### src/hdl/assert_macros.svh
// Assertion macros for the corner grid check
`ifndef ASSERT_MACROS_SVH
`define ASSERT_MACROS_SVH

// same-cycle implication, sampled on clk, off during rst
`define ASSERT_IMPL(name, ante, cons, msg) \
  name: assert property (@(posedge clk) disable iff (rst) (ante) |-> (cons)) else $error(msg);

// next-cycle implication, sampled on clk, off during rst
`define ASSERT_NEXT(name, ante, cons, msg) \
  name: assert property (@(posedge clk) disable iff (rst) (ante) |=> (cons)) else $error(msg);

`endif

### src/hdl/cgcc_pkg.sv
// Shared types, constants and helpers for the corner grid collinearity check
package cgcc_pkg;

  localparam int MAX_WIDTH  = 32;
  localparam int MAX_HEIGHT = 32;
  localparam int COL_W      = $clog2(MAX_WIDTH);
  localparam int ROW_W      = $clog2(MAX_HEIGHT + 1);

  localparam int CFG_W      = 6;
  localparam int REG_IDX_W  = 1;
  localparam int AREA_W     = 2 * CFG_W;
  localparam logic [REG_IDX_W-1:0] REG_PATTERN_WIDTH  = 1'b0;
  localparam logic [REG_IDX_W-1:0] REG_PATTERN_HEIGHT = 1'b1;
  localparam logic [CFG_W-1:0]     WIDTH_RESET        = 6'd9;
  localparam logic [CFG_W-1:0]     HEIGHT_RESET       = 6'd6;

  localparam int COORD_W    = 20;
  localparam int POINT_W    = 2 * COORD_W;
  localparam int OUT_W      = 8;
  localparam int COUNT_W    = 11;
  localparam logic [COUNT_W-1:0] COUNT_MAX = '1;

  // arithmetic widths of the collinearity test
  localparam int MAG_W      = COORD_W;           // |difference|
  localparam int NORM_W     = 2 * MAG_W + 1;     // squared length, |dot|
  localparam int DOT_W      = NORM_W + 1;        // signed dot product
  localparam int COS_W      = 16;
  localparam logic [COS_W-1:0] COS_SQ_Q16 = 16'd64622;
  localparam int K_W        = NORM_W + COS_W;    // n1 * K
  localparam int LHS_W      = 2 * NORM_W;        // dot^2
  localparam int CMP_W      = LHS_W + COS_W;     // both sides of the compare
  localparam int OPA_W      = K_W;
  localparam int CHUNK_W    = 16;
  localparam int NCHUNK     = 4;
  localparam int OPB_W      = CHUNK_W * NCHUNK;
  localparam int CHUNK_IDX_W = $clog2(NCHUNK);
  localparam int PROD_W     = OPA_W + CHUNK_W;
  localparam int ACC_W      = CMP_W + 2;

  typedef logic [COORD_W-1:0] coord_t;

  typedef struct packed {
    coord_t y;
    coord_t x;
  } point_t;

  typedef enum logic [2:0] {
    S_IDLE,
    S_LOAD_ROW,
    S_LOAD_COL,
    S_MAC,
    S_CHECK,
    S_COMMIT
  } ctl_state_t;

  typedef enum logic [3:0] {
    OP_N1X,
    OP_N1Y,
    OP_N2X,
    OP_N2Y,
    OP_DOTX,
    OP_DOTY,
    OP_LHS,
    OP_K,
    OP_RHS
  } mac_op_t;

  typedef struct packed {
    logic                   take;
    logic                   load_row;
    logic                   load_col;
    logic                   mac_en;
    mac_op_t                op;
    logic [CHUNK_IDX_W-1:0] chunk;
    logic                   check;
    logic                   commit;
  } ctl_cmd_t;

  typedef struct packed {
    logic row_test;
    logic col_test;
    logic out_blocked;
  } dp_status_t;

  // index of the last 16-bit chunk of the B operand for each step
  function automatic logic [CHUNK_IDX_W-1:0] op_last_chunk(mac_op_t op);
    logic [CHUNK_IDX_W-1:0] r;
    unique case (op)
      OP_N1X, OP_N1Y, OP_N2X, OP_N2Y, OP_DOTX, OP_DOTY: r = CHUNK_IDX_W'(1);
      OP_LHS, OP_RHS: r = CHUNK_IDX_W'(2);
      OP_K:           r = '0;
      default:        r = '0;
    endcase
    return r;
  endfunction

  function automatic logic [CFG_W-1:0] clamp_dim(logic [CFG_W-1:0] v, int maxv);
    logic [CFG_W-1:0] r;
    if (v == '0) begin
      r = CFG_W'(1);
    end else if (int'(v) > maxv) begin
      r = CFG_W'(maxv);
    end else begin
      r = v;
    end
    return r;
  endfunction

endpackage

### src/hdl/cgcc_ctrl.sv
// Controller: sequences accept, triple tests on the shared multiplier, and commit
module cgcc_ctrl (
  input  logic                   clk,
  input  logic                   rst,
  input  logic                   s_tvalid,
  output logic                   s_tready,
  input  cgcc_pkg::dp_status_t   status,
  output cgcc_pkg::ctl_cmd_t     cmd
);
  import cgcc_pkg::*;

  ctl_state_t             state, state_next;
  mac_op_t                op, op_next;
  logic [CHUNK_IDX_W-1:0] chunk, chunk_next;
  logic                   doing_col, doing_col_next;

  function automatic mac_op_t next_op(mac_op_t o);
    mac_op_t r;
    unique case (o)
      OP_N1X:  r = OP_N1Y;
      OP_N1Y:  r = OP_N2X;
      OP_N2X:  r = OP_N2Y;
      OP_N2Y:  r = OP_DOTX;
      OP_DOTX: r = OP_DOTY;
      OP_DOTY: r = OP_LHS;
      OP_LHS:  r = OP_K;
      OP_K:    r = OP_RHS;
      OP_RHS:  r = OP_RHS;
      default: r = OP_N1X;
    endcase
    return r;
  endfunction

  always_ff @(posedge clk) begin
    if (rst) begin
      state     <= S_IDLE;
      op        <= OP_N1X;
      chunk     <= '0;
      doing_col <= 1'b0;
    end else begin
      state     <= state_next;
      op        <= op_next;
      chunk     <= chunk_next;
      doing_col <= doing_col_next;
    end
  end

  always_comb begin
    state_next     = state;
    op_next        = op;
    chunk_next     = chunk;
    doing_col_next = doing_col;
    unique case (state)
      S_IDLE: begin
        if (s_tvalid) begin
          priority if (status.row_test) begin
            state_next = S_LOAD_ROW;
          end else if (status.col_test) begin
            state_next = S_LOAD_COL;
          end else begin
            state_next = S_COMMIT;
          end
        end
      end
      S_LOAD_ROW: begin
        state_next     = S_MAC;
        op_next        = OP_N1X;
        chunk_next     = '0;
        doing_col_next = 1'b0;
      end
      S_LOAD_COL: begin
        state_next     = S_MAC;
        op_next        = OP_N1X;
        chunk_next     = '0;
        doing_col_next = 1'b1;
      end
      S_MAC: begin
        if (chunk == op_last_chunk(op)) begin
          chunk_next = '0;
          if (op == OP_RHS) begin
            state_next = S_CHECK;
          end else begin
            op_next = next_op(op);
          end
        end else begin
          chunk_next = chunk + 1'b1;
        end
      end
      S_CHECK: begin
        if (!doing_col && status.col_test) begin
          state_next = S_LOAD_COL;
        end else begin
          state_next = S_COMMIT;
        end
      end
      S_COMMIT: begin
        if (!status.out_blocked) begin
          state_next = S_IDLE;
        end
      end
      default: state_next = S_IDLE;
    endcase
  end

  always_comb begin
    cmd       = '0;
    cmd.op    = op;
    cmd.chunk = chunk;
    s_tready  = 1'b0;
    unique case (state)
      S_IDLE: begin
        s_tready = 1'b1;
        cmd.take = s_tvalid;
      end
      S_LOAD_ROW: cmd.load_row = 1'b1;
      S_LOAD_COL: cmd.load_col = 1'b1;
      S_MAC:      cmd.mac_en   = 1'b1;
      S_CHECK:    cmd.check    = 1'b1;
      S_COMMIT:   cmd.commit   = !status.out_blocked;
      default:    cmd.take     = 1'b0;
    endcase
  end

endmodule

### config.mk
export PLATFORM = sky130hd
export DESIGN_NAME = cgcc_ctrl
export DESIGN_NICKNAME = d
export VERILOG_FILES = /design/src/hdl/assert_macros.svh /design/src/hdl/cgcc_pkg.sv /design/src/hdl/cgcc_ctrl.sv
export SDC_FILE = /design/constraint.sdc
export NUM_CORES = 1
export LEC_CHECK = 0
export ABC_AREA = 1
export BUFFER_PORTS_ARGS = -buffer_cell sky130_fd_sc_hd__buf_2
export CORE_UTILIZATION = 35
export DETAILED_ROUTE_END_ITERATION = 6
export GPL_TIMING_DRIVEN = 1
export SETUP_SLACK_MARGIN = 0.4
export SLEW_MARGIN = 20
export SYNTH_ARGS = -nofsm -noshare
export SYNTH_HDL_FRONTEND = slang
export SYNTH_SLANG_ARGS = --single-unit
### constraint.sdc
create_clock -name clk -period 2.04 [get_ports clk]
set_clock_uncertainty 0.1 [all_clocks]
set_input_delay 0 -clock clk [delete_from_list [all_inputs] [get_ports clk]]
set_output_delay 0 -clock clk [all_outputs]
set_load 0.01 [all_outputs]
* Yosys cells after proc, flatten, opt, wreduce, memory -nomap -nowiden
Memories as Yosys holds them, arrays and structs flattened. A register that Yosys moved wholly into a read port is not among the register bits.
Cells that the tools add are included.
** Word-level totals
- Output and inout bits :: 13
- Word-level logic and storage cells :: 54
- Bits in registers :: 10
- Memories kept :: 2
- ROM bits :: 96
** Cells by class
- Add/sub/neg operators :: 1
- Reductions and logical operators :: 9
- Eq/ne operators :: 12
- Muxes and demuxes :: 26
** Memory list
- (name not given) :: words 16, bits a word 4, read ports 1, clocked after Yosys merged registers in 1, wr ports 0, line cgcc_ctrl.sv:19 : unique case (o)
- (name not given) :: words 16, bits a word 2, read ports 1, clocked after Yosys merged registers in 1, wr ports 0, line cgcc_pkg.sv:88 : unique case (op)
** Operators with widths (count)
- $mux W4 :: 6
- $mux W3 :: 7
- $pmux W3 S5 :: 1
- $ne A2 B2 Y1 const B :: 5
- $pmux W4 S2 :: 1
- $mux W1 :: 7
- $eq A3 B2 Y1 const B :: 2
- $eq A3 B3 Y1 const B :: 2
- $eq A4 B4 Y1 const B :: 1
- $mux W2 :: 2
- $pmux W2 S2 :: 1
- $reduce_and A4 Y1 :: 1
- $reduce_bool A2 Y1 :: 2
- $eq A3 B1 Y1 const B :: 1
- $logic_not A3 Y1 :: 1
- $reduce_and A3 Y1 :: 1
- $add A2 B1 Y2 const B :: 1
- $eq A2 B2 Y1 :: 1
- $logic_not A1 Y1 :: 2
- $pmux W1 S2 :: 1
- $reduce_or A2 Y1 :: 1
- $logic_and A1 B1 Y1 :: 1

* Depth between registers and ports, before layout
- Word-level depth :: 7
- Gate-level depth with buffers :: 14

* Least setup slack after synthesis
No wires, ideal clock.
- Path kind :: flip-flop to flip-flop
- From :: register state[1]
- To :: register (tool-made name)
- Required time :: 1831 ps
- Buffers on the path :: 0
- Setup slack :: 285 ps
- Clock period less this slack :: 1755 ps
- Setup time :: 109 ps
- Stages on the path, launching flop included :: 12
- Arrival :: 1546 ps
- Cell sequence :: dfxtp_1 -> nand2_2 -> nor2_8 -> nand2_4 -> nand2_8 -> nand2_8 -> nand2_1 -> o21ai_2 -> nor2_2 -> ha_1 -> nand2_1 -> inv_1
** RTL lines
- start: declaration :: line cgcc_ctrl.sv:12 : ctl_state_t state, state_next;
- start signal: assignment :: line cgcc_ctrl.sv:41 : state <= state_next;

==> flow_summary.json <==
{
  "yosysMostFrequentCell": "nand2_1",
  "fillCellCount": 244,
  "cts.sinks": 16,
  "worst-setup-path-type": "flip-flop to flip-flop",
  "core_area_mm2": 0.00257,
  "clkPwrFrac_pct": 8.8,
  "outcome": "completed",
  "switching_share_pct": 48.8,
  "ios": 19,
  "hold_slack_ps": 92.0,
  "drt_first_pass_iters": 4,
  "seqCellArea_um2": 333,
  "ant_nets": 0,
  "cap_violations": 0,
  "layout_min_cycle_time_ps": 1690,
  "crit_start": "state[1]$_SDFFE_PP0P_",
  "ys_seq_elements": 16,
  "power_leakage_uw": 0.000696,
  "synth_top_area_share_pct": 32.3,
  "vias_per_cell": 4.87,
  "period_share_pct": 82.6,
  "worstPathRequired_ps": 2140,
  "grt_pass1_vias": 951,
  "worst-path-max-fanout": 5,
  "rsz0062_at_grt": "true",
  "clock_path_buffers": 2,
  "setup-violations-final": 0,
  "gp_congestion": 0.863,
  "hpwl_um": 1630,
  "start_util_pct": 38.6,
  "drt_iter0_drc": 24,
  "globalRouteMet1Util_pct": 18.0,
  "yosys.area.top_type": "dfxtp_1",
  "ys_seq_area_share_pct": 32.3,
  "max_freq_ghz": 0.593,
  "htreeDepth": 1,
  "wire_per_inst_um": 11.8,
  "ys_warn_count": 0,
  "fin_total_pwr_uw": 2450,
  "cts_tree": "yes",
  "num_rows": 18,
  "route.detailed.drc": 0,
  "r2r-start": "state[1]$_SDFFE_PP0P_",
  "multi_input_area_um2": 651,
  "power_density_mw_per_mm2": 1780,
  "busiest_layer": "met2",
  "maxSlewHeadroom_pct": 74.0,
  "place_inst": 183,
  "nets": 185,
  "syn-num-nets": 147,
  "async_flop_share_pct": 0,
  "synthToLayoutAreaGrowth_pct": 39.0,
  "hold_viol": 0,
  "synth_area_leaders": "dfxtp_1, nand2_1, inv_1, nand3_1, nor2_1",
  "synth.avg_cell_area_um2": 7.23,
  "vias": 994,
  "dieWidth_um": 55.2,
  "antenna_found_initial": 0,
  "numCtsBuffers": 3,
  "synthTopCellsByCount": "nand2_1, inv_1, dfxtp_1",
  "yosysUniqueCellTypes": 24,
  "met2_usage_pct": 30.3,
  "critPathCaptureType": "flip-flop",
  "tns_ps": 0,
  "port_buffers": 18,
  "num_antenna_cells": 0,
  "hp-start": "status[0]",
  "synth_edf_count": 0,
  "groute.layer.met3.usage_pct": 5.15,
  "grtUsageTotal_pct": 16.4,
  "p_sw_uw": 1190,
  "crit_arrival_ps": 1780,
  "fp.dieH_um": 55.2,
  "root_buffer": "clkbuf_4",
  "intPower_uw": 1250,
  "grt_max_degree": 10,
  "fin_cells": 204,
  "overflow": 0,
  "grt_pass1_wl_um": 4020,
  "worst_pin_slew_ps": 387,
  "syn_area_um2": 991,
  "reg2reg_slack_ps": 350,
  "die_area_mm2": 0.00305,
  "insertion_delay_ps": 290,
  "wl_um": 2400,
  "vdd_drop_max_uv": 1100,
  "p_seq_share_pct": 23.1,
  "netlist_instances": 137,
  "hp-class": "primary input to flip-flop",
  "final_util_pct": 53.7,
  "pwr-share-comb_pct": 68.1,
  "synth_flop_cell": "dfxtp_1",
  "layout-drive-gt1-share_pct": 43.1,
  "slew_violations": 0,
  "critPathLaunchType": "flip-flop",
  "clk_pin_slew_ps": 100
}
## cells in the final DEF, fill, tap and decap left out, types with 3 or more instances in the layout
master	Yosys	final
nand2_1	28	24
inv_1	24	22
buf_2	0	18
buf_4	2	15
nor2_1	14	10
nand3_1	11	10
dfxtp_1	16	10
nand2_4	4	8
nor2_4	2	6
o21ai_0	5	5
inv_2	2	4
a21oi_1	4	4
dfxtp_2	0	4
nand2_2	3	3
nor3_1	3	3
nand3_2	3	3
ha_1	4	3
clkbuf_4	0	3
## kinds of logic (layout without fill, tap and decap cells)
logic type | Yosys count | in the layout | share of synthesized area (%)
adders and majority gates | 4 | 4 | 5.05
AOI/OAI and AO/OA | 13 | 13 | 7.32
and+or+nand+nor | 76 | 76 | 43.9
buffers and inverters | 28 | 65 | 11.4
DFF | 16 | 16 | 32.3
## critical path, stage by stage (launching register included)
cell and delay, ps:
dfxtp_4 380, nor2_4 160, nor2_4 70, nand2_4 100, nand2_8 60, nand2_8 100, nand2_4 50, nand3_4 110
inv_2 60, ha_1 280, nand2_1 70, inv_1 40
## layer usage
layer  wire length, um  part of all wire, %  vias to the layer above
li1                  -                    -                      500
met1               994                   41                      448
met2              1220                   51                       39
met3               140                  5.8                        7
met4                46                  1.9                        0
met5                 0                    0                        -
## path summary, 6_finish.rpt
| path | to | cells after the start |
|---|---|---|
| worst max-delay path | flip-flop | 11 |
| worst min-delay path | state[1]$_SDFFE_PP0P_ | 4 |
| worst max register to register | flip-flop | 11 |
| worst min register to register | chunk[1]$_SDFFE_PP0P_ | 1 |
## final cells by class
type | instances | share of cell area (%)
timing repair buffer | 35 | 16.2
sequential | 16 | 24.2
clock buffer | 4 | 2.63
inverter | 26 | 7.08
multi-input combinational | 93 | 47.2
tap | 30 | 2.72
## what timing repair did
action	4_1_cts	5_1_grt
buffers inserted	13	2
pin swaps	14	2
gates cloned	0	0
setup endpoints to repair	8	9
resized for setup	18	4
hold buffers	2	0
endpoints found under the hold margin	5	0
## power groups by stage
stage / clock network (uW) / logic [uW] / registers (uW)
finish: 214 / 1670 / 566
global route: 232 / 1820 / 582
global placement: 0 / 1210 / 561
CTS: 221 / 1570 / 566
floorplan: 0 / 986 / 540
detailed placement: 0 / 1210 / 564
## through the flow
| stage | worst slack, ps | instance area [um2] |
|---|---|---|
| after global placement | 182 | 1140 |
| final | 354 | 1380 |
| after global routing | 230 | 1380 |
| after CTS | 358 | 1350 |
| after floorplan | 342 | 1020 |
| after detailed placement | 166 | 1140 |
Power figures use the tool's default switching activity.
